[src/hdl/pps_pkg.sv]
// ----------------------------------------------------------------------------
// pps_pkg
// Types, widths and constants of the pure pursuit steering pipeline.
// ----------------------------------------------------------------------------
package pps_pkg;

  localparam int CORDIC_STEPS = 24;
  localparam int DX_W  = 18;   // target x minus pose x
  localparam int DY_W  = 22;   // target y plus row offset minus pose y
  localparam int BW    = 36;   // bearing CORDIC x/y
  localparam int SW    = 34;   // sine CORDIC x/y/z
  localparam int QW    = 16;   // angular quotient bits, one divide stage each
  localparam int CFG_ADDR_W = 3;

  localparam logic signed [SW-1:0] SIN_GAIN = 34'sd652032874;

  localparam logic [31:0] ATAN_TAB [0:CORDIC_STEPS-1] = '{
    32'd536870912, 32'd316933406, 32'd167458907, 32'd85004756,
    32'd42667331,  32'd21354465,  32'd10679838,  32'd5340245,
    32'd2670163,   32'd1335087,   32'd667544,    32'd333772,
    32'd166886,    32'd83443,     32'd41722,     32'd20861,
    32'd10430,     32'd5215,      32'd2608,      32'd1304,
    32'd652,       32'd326,       32'd163,       32'd81
  };

  typedef enum logic [CFG_ADDR_W-1:0] {
    REG_TARGET_X  = 3'd0,
    REG_TARGET_Y  = 3'd1,
    REG_LIN_VEL   = 3'd2,
    REG_LOOKAHEAD = 3'd3,
    REG_ROW_SPACE = 3'd4
  } cfg_reg_t;

  typedef struct packed {
    logic signed [BW-1:0] x;
    logic signed [BW-1:0] y;
    logic [31:0]          z;
    logic [15:0]          th;
    logic                 moving;
  } brg_t;

  typedef struct packed {
    logic [15:0] err;
    logic        moving;
  } err_t;

  typedef struct packed {
    logic signed [SW-1:0] s;
    logic                 moving;
  } sin_t;

  typedef struct packed {
    logic [14:0]        linear_cmd;
    logic signed [15:0] angular_cmd;
    logic               moving;
  } cmd_t;

endpackage

[src/hdl/pps_front.sv]
// ----------------------------------------------------------------------------
// pps_front
// Goal offset, pose delta, distance test and CORDIC pre-rotation (4 stages).
// ----------------------------------------------------------------------------
module pps_front (
  input  logic                clk,
  input  logic                rst_n,
  input  logic                en,
  input  logic                in_valid,
  input  logic [3:0]          robot_index,
  input  logic signed [15:0]  pose_x,
  input  logic signed [15:0]  pose_y,
  input  logic [15:0]         pose_theta,
  input  logic signed [15:0]  target_x,
  input  logic signed [15:0]  target_y,
  input  logic signed [15:0]  row_spacing,
  input  logic [14:0]         lookahead,
  output logic                out_valid,
  output pps_pkg::brg_t       out_data
);
  import pps_pkg::*;

  // stage 1: row offset
  logic               v1_r;
  logic signed [21:0] off1_r;
  logic signed [15:0] px1_r, py1_r;
  logic [15:0]        th1_r;
  logic signed [5:0]  idxm1;
  logic signed [21:0] off;

  // stage 2: deltas
  logic                  v2_r;
  logic signed [DX_W-1:0] dx2_r;
  logic signed [DY_W-1:0] dy2_r;
  logic [15:0]            th2_r;

  // stage 3: squares and pre-rotation
  logic                   v3_r;
  logic [34:0]            dxsq3_r;
  logic [42:0]            dysq3_r;
  logic [29:0]            ld2_3_r;
  logic signed [BW-1:0]   x3_r, y3_r;
  logic [31:0]            z3_r;
  logic [15:0]            th3_r;
  logic signed [35:0]     dxsq;
  logic signed [43:0]     dysq;
  logic signed [BW-1:0]   xs, ys;

  // stage 4: compare
  logic  v4_r;
  brg_t  d4_r;
  logic [43:0] dist2;

  assign idxm1 = $signed({2'b00, robot_index}) - 6'sd1;
  assign off   = row_spacing * idxm1;

  always_ff @(posedge clk) begin
    if (!rst_n) begin
      v1_r <= 1'b0;
      v2_r <= 1'b0;
      v3_r <= 1'b0;
      v4_r <= 1'b0;
    end else if (en) begin
      v1_r <= in_valid;
      v2_r <= v1_r;
      v3_r <= v2_r;
      v4_r <= v3_r;
    end
  end

  assign dxsq = dx2_r * dx2_r;
  assign dysq = dy2_r * dy2_r;
  assign xs   = BW'(dx2_r) <<< 10;
  assign ys   = BW'(dy2_r) <<< 10;
  assign dist2 = 44'(dxsq3_r) + 44'(dysq3_r);

  always_ff @(posedge clk) begin
    if (en) begin
      off1_r <= off;
      px1_r  <= pose_x;
      py1_r  <= pose_y;
      th1_r  <= pose_theta;

      dx2_r  <= DX_W'(target_x) - DX_W'(px1_r);
      dy2_r  <= DY_W'(target_y) + DY_W'(off1_r) - DY_W'(py1_r);
      th2_r  <= th1_r;

      dxsq3_r <= dxsq[34:0];
      dysq3_r <= dysq[42:0];
      ld2_3_r <= lookahead * lookahead;
      th3_r   <= th2_r;
      // half-turn pre-rotation keeps the vector in the right half plane
      if (dx2_r < 0) begin
        x3_r <= -xs;
        y3_r <= -ys;
        z3_r <= 32'h8000_0000;
      end else begin
        x3_r <= xs;
        y3_r <= ys;
        z3_r <= 32'h0000_0000;
      end

      d4_r.x      <= x3_r;
      d4_r.y      <= y3_r;
      d4_r.z      <= z3_r;
      d4_r.th     <= th3_r;
      d4_r.moving <= (dist2 > 44'(ld2_3_r));
    end
  end

  assign out_valid = v4_r;
  assign out_data  = d4_r;

endmodule

[config.mk]
export PLATFORM = sky130hd
export DESIGN_NAME = pps_front
export DESIGN_NICKNAME = d
export VERILOG_FILES = /design/src/hdl/pps_pkg.sv /design/src/hdl/pps_front.sv
export SDC_FILE = /design/constraint.sdc
export NUM_CORES = 2
export LEC_CHECK = 0
export BUFFER_PORTS_ARGS = -buffer_cell sky130_fd_sc_hd__buf_2
export CAP_MARGIN = 20
export CORE_ASPECT_RATIO = 1.1
export CORE_MARGIN = 2
export CORE_UTILIZATION = 65
export CTS_CLUSTER_DIAMETER = 150
export DETAILED_ROUTE_END_ITERATION = 12
export GPL_TIMING_DRIVEN = 1
export PLACE_DENSITY = 0.84
export SLEW_MARGIN = 20
export SYNTH_ARGS = -nofsm -noshare
export SYNTH_HDL_FRONTEND = slang
export SYNTH_SLANG_ARGS = --single-unit
[constraint.sdc]
create_clock -name clk -period 9.86 [get_ports clk]
set_input_delay 1.972 -clock clk [delete_from_list [all_inputs] [get_ports clk]]
set_output_delay 1.972 -clock clk [all_outputs]
set_load 0.01 [all_outputs]
==> results.md <==
Global route:
- The pin count of the biggest net entering global routing is 144.
- The first global-routing pass estimated 187000 microns of wire.
- For this run, the total global-route usage over all layers was measured as 0.292.
- Global routing finished with a remaining overflow of 0.
- The via count of the first global-routing pass came to 37700.
- The initial antenna violation count came to 6.

Synthesis:
- Of the total synthesized cell area, the portion taken by full adders, half adders and majority gates is 0.474.
- Yosys attributes the largest share of cell area to fa_1, edfxtp_1, ha_1.
- After technology mapping, the gate count stands at 4932.
- The fraction of the mapped netlist area in compound gates came to 0.0627.
- The synthesized design contains 369 register bits.
- The count of unique library cells instantiated by Yosys is 80.
- The post-synthesis mux area share is 0.00224.
- The total of warnings raised by yosys is 0.
- The synthesized design contains 365 enable-type register cells.
- The average instance area after synthesis is 10.4 sq um.
- In this run the cell area of the synthesized design comes to 51300 sq um.
- By area, the combinational part of the netlist is dominated by adder cells.
- The sequential fraction of the synthesis area is 0.215.
- Of the post-synthesis cell area, the dominant cell type holds 0.362.
- The most used flip-flop cell after synthesis is edfxtp_1.
- Of the total synthesized cell area, the portion taken by AND, OR, NAND and NOR gates is 0.0987.
- Counting flops with an async set or reset pin after synthesis yields a share of 0.
- The parity-gate share of the synthesized area counting xor and xnor cells is 0.0405.
- The largest total area in the synthesized netlist belongs to fa_1.

Clocking:
- The clock transition time at the flip-flop clock pins of the worst setup and hold paths is 0.07 ns.
- In this run the number of H-tree levels came out at 2.
- After clock tree synthesis, the setup repair step added 0 buffers.
- TritonCTS created 45 clock buffers.
- Hold repair after CTS inserted 0 buffers.
- In this run, post-CTS repair resized a total of 0 instances.
- The master cell of the clock root buffer is clkbuf_16.
- The TritonCTS clock tree is done.
- The count of clock tree sinks is 369.
- The clock latency on the worst-skew pair is 0.61 ns.
- The maximum root-to-sink buffer count is 3.

Detailed routing:
- The number of detailed-route iterations in the first pass is 5.
- The total length of routed wires is 113000 microns.
- The via-per-instance ratio is 5.59.
- The count of nets left with antenna violations once routing finished came out at 0.
- The routed wire length per instance is 18.3 microns.
- The total number of vias is 34500.
- The number of remaining DRC errors is 0.
- The detailed router's first-iteration violation count is 2428.

Setup path:
- The worst setup path is of the reg2reg kind.
- Data on the critical path is required at its endpoint by 10.23 ns.
- For the worst setup path, the data arrival time is 8.70 ns.
- The critical path launch point type is a flip-flop.
- The category of the worst setup path capture point is a flip-flop.
- The critical-path maximum fanout is 22.
- The delay contributed by the slowest stage of the critical path is 1.03 ns.
- On the critical path, the stage with the largest delay is an instance of edfxtp_1.
- Counting stages on the worst path, the most repeated cell is fa_1.
- The critical path goes through nand2_1 -> fa_1 -> inv_1 -> fa_1 -> fa_1 -> fa_1 -> fa_1 -> fa_1 -> inv_1 -> fa_1 -> inv_1 -> ha_1 -> and3_1 -> and3_4 -> a21o_1 -> a221oi_2 -> nor2b_1 -> a311oi_2 -> a211oi_1 -> or3_1 -> a21oi_2 -> xnor2_1.

Timing:
- The hold violation total from the final report is 0.
- The minimum clock period after layout is 8.33 ns.
- The max-slew violation count is 0.
- The normalized max-slew margin is 0.309.
- Setup repair after global routing left no endpoint under its margin.
- The final number of setup-violating endpoints is 0.
- The clock skew after layout is 0.0477 ns.
- The transition at the pin with the smallest max-transition slack is 1.04 ns.
- The final critical-path share of the clock period is 0.845.
- The total negative setup slack is 0 ns.
- The worst path meets setup with 1.53 ns of slack.
- For this run, the top clock speed supported by timing is 120 MHz.

Floorplanning:
- The core region is 78500 sq um.
- For this design the top-level I/O count stands at 241.
- The initialized floorplan defines 108 standard-cell rows.
- The die width is 272 microns.
- The die outline area is 81200 sq um.
- The initial cell density of the core is 0.653.
- The y dimension of the die is 299 microns.

Run status:
- The run finished with clean final reports.

Cells and area:
- The filler cells instantiated in the layout total 5517.
- The count of nets after finishing is 6602.
- Of the cells placed in the final design, the portion with a size suffix greater than 1 is 0.0647.
- In the layout the commonest cells are inv_1, fa_1, ha_1, nand2_1, edfxtp_1.
- The combined area of the multi-input logic cells is 35000 sq um.
- The area overhead of the layout relative to synthesis is 6.86%.
- In the final layout, flip-flops and latches occupy 11000 sq um.
- The most common library cell in the layout ignoring fill and taps is inv_1.

Run:
- The count of max-cap constraint violations is 0.

Worst hold path:
- The tightest min-delay check is of the reg2reg type.

Placed design:
- The final weighted congestion in routability-driven placement is 0.947.
- The total of buffers placed on input and output ports is 189.
- The post-place setup slack is 1.38 ns.
- Once detailed placement completed, the half-perimeter wirelength came to 90200 microns.
==> layout make-up <==
cell class                      instances  area share
Inverter                             1231      0.0843
Antenna cell                            2   0.0000913
Tap cell                             1045      0.0239
Clock buffer                           47      0.0211
Clock inverter                         34     0.00758
Sequential cell                       369       0.201
Multi-Input combinational cell       3224       0.639
Timing Repair Buffer                  224      0.0225
==> routing by layer <==
metal	global-route usage	up-vias	wire length, microns
met5	0	-	45
met3	0.0457	379	7880
met2	0.505	1337	57000
met4	0.125	8	5400
li1	-	15500	-
met1	0.366	17300	42600
==> critical path: cells and delay by family, from the launching register on <==
kind | cells | cell delay, ns
xor gates and xnor gates | 1 | 0.07
AOI/OAI and AO/OA | 5 | 1.20
DFF | 1 | 1.03
buffers and inverters | 3 | 0.15
adders and majority gates | 8 | 4.40
and+or+nand+nor | 5 | 1.24
==> state kept, by name (all words and copies together), names as in the netlist, 17 cells and up <==
| name | cells |
|---|---|
| dx2_r | 17 |
| dxsq3_r | 33 |
| dy2_r | 22 |
| dysq3_r | 42 |
| ld2_3_r | 29 |
| off1_r | 21 |
| out_data | 70 |
| x3_r | 25 |
| y3_r | 25 |
==> kinds of logic after synthesis <==
group | after synthesis
xor+xnor | 237
buf+inv | 1398
fa+ha+maj | 1388
mux | 11
simple gates | 1054
other cells | 1
compound gates | 474
flops | 369
==> synth_stat cells (20+ instances only) <==
master	instances
a21o_1	74
nand3_1	37
clkbuf_1	106
nor2_1	208
inv_1	1221
nand2_1	387
o21a_1	29
xor2_1	55
o21bai_1	20
a21oi_1	113
a211oi_1	25
nand2b_1	54
fa_1	928
buf_4	51
o21ai_0	88
and2_1	183
ha_1	460
xnor2_1	182
edfxtp_1	365
nor2b_1	62
nor3_1	34
==> final timing paths <==
check | from | to | slack (ns) | cells after the start
max reg2reg | dy2_r[1]$_DFFE_PP_ | dysq3_r[40]$_DFFE_PP_ | 1.53 | 22
min reg2reg | th2_r[6]$_DFFE_PP_ | th3_r[6]$_DFFE_PP_ | 0.41 | 0
min | th2_r[6]$_DFFE_PP_ | th3_r[6]$_DFFE_PP_ | 0.41 | 0
max | dy2_r[1]$_DFFE_PP_ | dysq3_r[40]$_DFFE_PP_ | 1.53 | 22
==> metrics by stage <==
stage                     instances  hold WS [ns]  utilization  area, sq um
after detailed placement       6093         0.405        0.678        53200
final                          6176         0.409        0.698        54800
after CTS                      6174         0.417        0.698        54800
after global placement         6093         0.400        0.678        53200
after global routing           6176         0.421        0.698        54800
after floorplan                4991         0.400            -        51500
Power is not shown: default switching activity piles up to over one toggle a cycle in this logic, so the estimate is an artifact.
