## src/hdl/pps_pkg.sv

```systemverilog
// ----------------------------------------------------------------------------
// pps_pkg
// Types, widths and constants of the pure pursuit steering pipeline.
// ----------------------------------------------------------------------------
package pps_pkg;

  localparam int CORDIC_STEPS = 24;
  localparam int DX_W  = 18;   // target x minus pose x
  localparam int DY_W  = 22;   // target y plus row offset minus pose y
  localparam int BW    = 36;   // bearing CORDIC x/y
  localparam int SW    = 34;   // sine CORDIC x/y/z
  localparam int QW    = 16;   // angular quotient bits, one divide stage each
  localparam int CFG_ADDR_W = 3;

  localparam logic signed [SW-1:0] SIN_GAIN = 34'sd652032874;

  localparam logic [31:0] ATAN_TAB [0:CORDIC_STEPS-1] = '{
    32'd536870912, 32'd316933406, 32'd167458907, 32'd85004756,
    32'd42667331,  32'd21354465,  32'd10679838,  32'd5340245,
    32'd2670163,   32'd1335087,   32'd667544,    32'd333772,
    32'd166886,    32'd83443,     32'd41722,     32'd20861,
    32'd10430,     32'd5215,      32'd2608,      32'd1304,
    32'd652,       32'd326,       32'd163,       32'd81
  };

  typedef enum logic [CFG_ADDR_W-1:0] {
    REG_TARGET_X  = 3'd0,
    REG_TARGET_Y  = 3'd1,
    REG_LIN_VEL   = 3'd2,
    REG_LOOKAHEAD = 3'd3,
    REG_ROW_SPACE = 3'd4
  } cfg_reg_t;

  typedef struct packed {
    logic signed [BW-1:0] x;
    logic signed [BW-1:0] y;
    logic [31:0]          z;
    logic [15:0]          th;
    logic                 moving;
  } brg_t;

  typedef struct packed {
    logic [15:0] err;
    logic        moving;
  } err_t;

  typedef struct packed {
    logic signed [SW-1:0] s;
    logic                 moving;
  } sin_t;

  typedef struct packed {
    logic [14:0]        linear_cmd;
    logic signed [15:0] angular_cmd;
    logic               moving;
  } cmd_t;

endpackage

```

## src/hdl/pps_angular.sv

```systemverilog
// ----------------------------------------------------------------------------
// pps_angular
// Angular rate v*|sin|/L with rounding, pipelined restoring divide, saturate.
// ----------------------------------------------------------------------------
module pps_angular (
  input  logic           clk,
  input  logic           rst_n,
  input  logic           en,
  input  logic           in_valid,
  input  pps_pkg::sin_t  in_data,
  input  logic [14:0]    velocity,
  input  logic [14:0]    lookahead,
  output logic           out_valid,
  output pps_pkg::cmd_t  out_data
);
  import pps_pkg::*;

  // stage A: product
  logic        va_r, pa_r, ma_r;
  logic [46:0] prod_r;
  logic [31:0] mag;

  // stage B: add half divisor, drop 2^17
  logic        vb_r, pb_r, mb_r;
  logic [30:0] num_r;
  logic [47:0] sum;

  // divide stages; index 0 is the setup register
  logic          vs [0:QW];
  logic [14:0]   rs [0:QW];
  logic [QW-1:0] ls [0:QW];
  logic [QW-1:0] qs [0:QW];
  logic          os [0:QW];
  logic          ps [0:QW];
  logic          ms [0:QW];

  logic          v_r [0:QW];
  logic [14:0]   r_r [0:QW];
  logic [QW-1:0] l_r [0:QW];
  logic [QW-1:0] q_r [0:QW];
  logic          o_r [0:QW];
  logic          p_r [0:QW];
  logic          m_r [0:QW];

  logic        vo_r;
  cmd_t        c_r;
  logic signed [16:0] negq;
  logic signed [15:0] ang;

  assign mag = in_data.s[SW-1] ? 32'(-in_data.s) : 32'(in_data.s);
  assign sum = 48'(prod_r) + {17'd0, lookahead, 16'd0};

  always_ff @(posedge clk) begin
    if (!rst_n) begin
      va_r <= 1'b0;
      vb_r <= 1'b0;
    end else if (en) begin
      va_r <= in_valid;
      vb_r <= va_r;
    end
  end

  always_ff @(posedge clk) begin
    if (en) begin
      prod_r <= velocity * mag;
      pa_r   <= (in_data.s > 0);
      ma_r   <= in_data.moving;
      num_r  <= sum[47:17];
      pb_r   <= pa_r;
      mb_r   <= ma_r;
    end
  end

  // setup: overflow means the quotient needs more than 16 bits
  always_ff @(posedge clk) begin
    if (!rst_n) begin
      v_r[0] <= 1'b0;
    end else if (en) begin
      v_r[0] <= vb_r;
    end
  end

  always_ff @(posedge clk) begin
    if (en) begin
      r_r[0] <= num_r[30:16];
      l_r[0] <= num_r[15:0];
      q_r[0] <= '0;
      o_r[0] <= (num_r >= {lookahead, 16'd0});
      p_r[0] <= pb_r;
      m_r[0] <= mb_r;
    end
  end

  assign vs[0] = v_r[0];
  assign rs[0] = r_r[0];
  assign ls[0] = l_r[0];
  assign qs[0] = q_r[0];
  assign os[0] = o_r[0];
  assign ps[0] = p_r[0];
  assign ms[0] = m_r[0];

  for (genvar k = 0; k < QW; k++) begin : g_div
    logic [15:0] trial;
    assign trial = {rs[k], ls[k][QW-1-k]};

    always_ff @(posedge clk) begin
      if (!rst_n) begin
        v_r[k+1] <= 1'b0;
      end else if (en) begin
        v_r[k+1] <= vs[k];
      end
    end

    always_ff @(posedge clk) begin
      if (en) begin
        if (trial >= {1'b0, lookahead}) begin
          r_r[k+1] <= 15'(trial - {1'b0, lookahead});
          q_r[k+1] <= qs[k] | (QW'(1) << (QW-1-k));
        end else begin
          r_r[k+1] <= trial[14:0];
          q_r[k+1] <= qs[k];
        end
        l_r[k+1] <= ls[k];
        o_r[k+1] <= os[k];
        p_r[k+1] <= ps[k];
        m_r[k+1] <= ms[k];
      end
    end

    assign vs[k+1] = v_r[k+1];
    assign rs[k+1] = r_r[k+1];
    assign ls[k+1] = l_r[k+1];
    assign qs[k+1] = q_r[k+1];
    assign os[k+1] = o_r[k+1];
    assign ps[k+1] = p_r[k+1];
    assign ms[k+1] = m_r[k+1];
  end

  // sign opposite to sin; saturate to 16 bits
  assign negq = -$signed({1'b0, qs[QW]});

  always_comb begin
    if (ps[QW]) begin
      if (os[QW] || qs[QW] > 16'd32768) begin
        ang = 16'sh8000;
      end else begin
        ang = negq[15:0];
      end
    end else begin
      if (os[QW] || qs[QW][15]) begin
        ang = 16'sh7FFF;
      end else begin
        ang = $signed(qs[QW]);
      end
    end
  end

  always_ff @(posedge clk) begin
    if (!rst_n) begin
      vo_r <= 1'b0;
    end else if (en) begin
      vo_r <= vs[QW];
    end
  end

  always_ff @(posedge clk) begin
    if (en) begin
      c_r.linear_cmd  <= ms[QW] ? velocity : 15'd0;
      c_r.angular_cmd <= ms[QW] ? ang : 16'sd0;
      c_r.moving      <= ms[QW];
    end
  end

  assign out_valid = vo_r;
  assign out_data  = c_r;

endmodule

```

## config.mk

```make
export PLATFORM = sky130hd
export DESIGN_NAME = pps_angular
export DESIGN_NICKNAME = d
export VERILOG_FILES = /design/src/hdl/pps_pkg.sv /design/src/hdl/pps_angular.sv
export SDC_FILE = /design/constraint.sdc
export NUM_CORES = 2
export LEC_CHECK = 0
export BUFFER_PORTS_ARGS = -buffer_cell sky130_fd_sc_hd__buf_2
export CAP_MARGIN = 10
export CORE_ASPECT_RATIO = 0.8
export CORE_MARGIN = 10
export CORE_UTILIZATION = 50
export DETAILED_ROUTE_END_ITERATION = 8
export PLACE_DENSITY_LB_ADDON = 0.12
export SLEW_MARGIN = 5
export SYNTH_ARGS = -nofsm -noshare
export SYNTH_HDL_FRONTEND = slang
export SYNTH_SLANG_ARGS = --single-unit
export TNS_END_PERCENT = 50
```

## constraint.sdc

```tcl
create_clock -name clk -period 9.6 [get_ports clk]
set_input_delay 0.96 -clock clk [delete_from_list [all_inputs] [get_ports clk]]
set_output_delay 0.96 -clock clk [all_outputs]
set_load 0.005 [all_outputs]
```

==> flow_summary_export.csv <==
group,metric,value,unit
floorplanning,rows,103,
routing,final_antenna_net_count,0,
cells_and_area,drive_above_1_share,8.72,%
grt,grt_pass1_wl,183,mm
cts,post_cts_buffers,0,
grt,overflow,0,
yosys,synth-seq-cells,681,
worst_setup_path,path_buf_inv,7,
routing,wl,116,mm
cells_and_area,fin_nets,5494,
yosys,synth_flop_cell,"edfxtp_1",
sta,setup_tns,0,ns
yosys,synth_common_cells,"edfxtp_1 (677), inv_1 (530), fa_1 (403)",
hold_path,whs_endpoint,"o_r[0][5]",
yosys,synth_nets,5354,
cts,clk_latency,0.63,ns
floorplanning,die_h,303,µm
cts,cts.clk_slew.worst_paths,0.06,ns
placement,gp_congestion,0.865,
hold_path,worstHoldStart,"o_r[0][4]",
worst_setup_path,crit_required,9.97,ns
hold_path,worstHoldPathCells,0,
routing,drc,0,
floorplanning,io_pins,102,
cells_and_area,fillers,8608,
worst_setup_path,slowest_delay,0.59,ns
yosys,netlist_instances,4503,
sta,relSlewSlack,22.8,%
routing,via_count,33000,
hold_path,hold_path.class,"flop to flop",
worst_setup_path,worstPathArrival,9.25,ns
yosys,yosysTopAreaCell,"edfxtp_1",
yosys,synth_edf_count,677,
cts,hold_buffers,0,
floorplanning,fp.coreArea,99000,µm²
grt,grtUsageTotal,20.3,%
flow_run,maxCapViolCount,0,
worst_setup_path,reg2reg_slack,5.66,ns
yosys,synth_top_area_share,40.7,%
yosys,yosysMostFrequentCell,"edfxtp_1",
sta,min_period,8.88,ns
worst_setup_path,slowest_stage,"or4_1",
worst_setup_path,cp-start-kind,"primary input",
sta,fin_skew,0.0192,ns
routing,wl_per_cell,19.2,µm
yosys,syn_area,50000,µm²
yosys,syn_avg_cell_area,11.1,µm²
worst_setup_path,rr_endpoint,"r_r[6][0]",
cts,cts_buffers,75,
cts,clockBufferDepth,3,
yosys,yosysSeqAreaShare,40.9,%
yosys,ys_top_cells_by_area,"edfxtp_1 (41%), fa_1 (16%), ha_1 (9.5%), inv_1 (4.0%), and2_1 (3.6%)",
worst_setup_path,cp-end-kind,"flop",
worst_setup_path,crit_type,"primary input to flop",
run_status,outcome,"complete, no violations",
yosys,async_flop_share,0,%
sta,fin_crit_sh,92.5,%
floorplanning,dieArea,113000,µm²
placement,placed_cells,5878,
grt,antenna_found_initial,5,
sta,worstMarginPinSlew,1.15,ns
cts,post_cts_resized,0,
cts,cts-root-buf,"clkbuf_16",
placement,hpwl,85.5,mm
routing,vias_per_cell,5.48,
grt,grt_pass1_vias,32200,
sta,setup_viol,0,
sta,slew_viol_final,0,
grt,grt_start_max_net_pins,180,
floorplanning,die_x,373,µm
sta,rsz0062_at_grt,"false",
routing,first_iter_violations,2396,
sta,max_freq,0.113,GHz
sta,finalHoldViolCount,0,
worst_setup_path,cp_common_cell,"fa_1",
routing,drt-pass1-iter-count,7,
worst_setup_path,critPathTopFamily,"adder cells",
yosys,synth_cell_types,62,
yosys,yosys_warnings,0,
worst_setup_path,reg2reg_depth,13,
cts,cts_tree,"done",
cts,cts.sinks,681,
worst_setup_path,r2r_start,"l_r[0][90]",
placement,port-buffer-count,101,
cells_and_area,final_cells,6015,
floorplanning,start_util,50.5,%
cells_and_area,area_growth,10.0,%
worst_setup_path,cp_max_fo,8,
cts,cts.htree.levels,3,
[worst max path at each step]
stage                start          to  slack, ns  cells after the start
6_report       in_data[14]  prod_r[40]       0.72                     29
5_1_grt        in_data[11]  prod_r[36]       0.30                     28
4_1_cts        in_data[14]  prod_r[44]       0.78                     30
3_5_place_dp   in_data[14]  prod_r[40]       0.13                     29
3_3_place_gp   in_data[11]  prod_r[44]       0.10                     30
2_1_floorplan   in_data[4]  prod_r[40]       1.09                     28
[per-layer routing]
layer  GRT usage (%)  share of wire (%)  up-vias
met1            30.9                 49    16200
met5               0                  0        -
met4            4.62                2.0        0
met2            30.8                 43      841
met3            2.82                5.8      131
li1                -                  -    15800
[kinds of logic after synthesis]
logic type,after synthesis,synth area share (%)
simple gates,1300,13.4
compound gates,751,9.21
fa+ha+maj,782,25.6
xor+xnor,252,4.42
mux,65,1.43
buf+inv,672,5.06
flops,681,40.9
[layout by cell type (no fill, tap or decap), types with 100 or more instances in the layout]
| cell type | n |
|---|---|
| a21o_1 | 107 |
| a21oi_1 | 264 |
| and2_1 | 285 |
| buf_2 | 100 |
| buf_4 | 102 |
| edfxtp_1 | 677 |
| fa_1 | 403 |
| ha_1 | 379 |
| inv_1 | 530 |
| nand2_1 | 331 |
| nor2_1 | 248 |
| o21ai_0 | 167 |
| xnor2_1 | 176 |
[layout make-up]
type | count | area [µm²] | share of cell area, %
multi-input combinational | 3150 | 27000 | 49.2
sequential | 681 | 20400 | 37.1
inverter | 530 | 1990 | 3.62
clock buffer | 84 | 1910 | 3.48
tap | 1312 | 1640 | 2.99
antenna | 1 | 2.50 | 0.00455
clock inverter | 52 | 643 | 1.17
timing repair buffer | 205 | 1320 | 2.40
[state kept, by name, indices dropped and copies added (netlist names), 31 cells and up]
| name | count |
|---|---|
| q_r | 136 |
| l_r | 136 |
| out_data | 32 |
| num_r | 31 |
| prod_r | 31 |
| r_r | 240 |
[through the flow]
| stage | utilization (%) | worst slack, ns | hold slack [ns] | area (µm²) |
|---|---|---|---|---|
| detailed placement | 53.0 | 0.128 | 0.405 | 52400 |
| global placement | 53.0 | 0.104 | 0.400 | 52400 |
| CTS | 55.5 | 0.779 | 0.409 | 55000 |
| global route | 55.5 | 0.298 | 0.411 | 55000 |
| finish | 55.5 | 0.720 | 0.413 | 55000 |
| floorplan | - | 1.09 | 0.400 | 50000 |
Power is left out: the tool's default activity adds up to more than one toggle a clock period on the data nets, which glitch-free logic cannot reach.
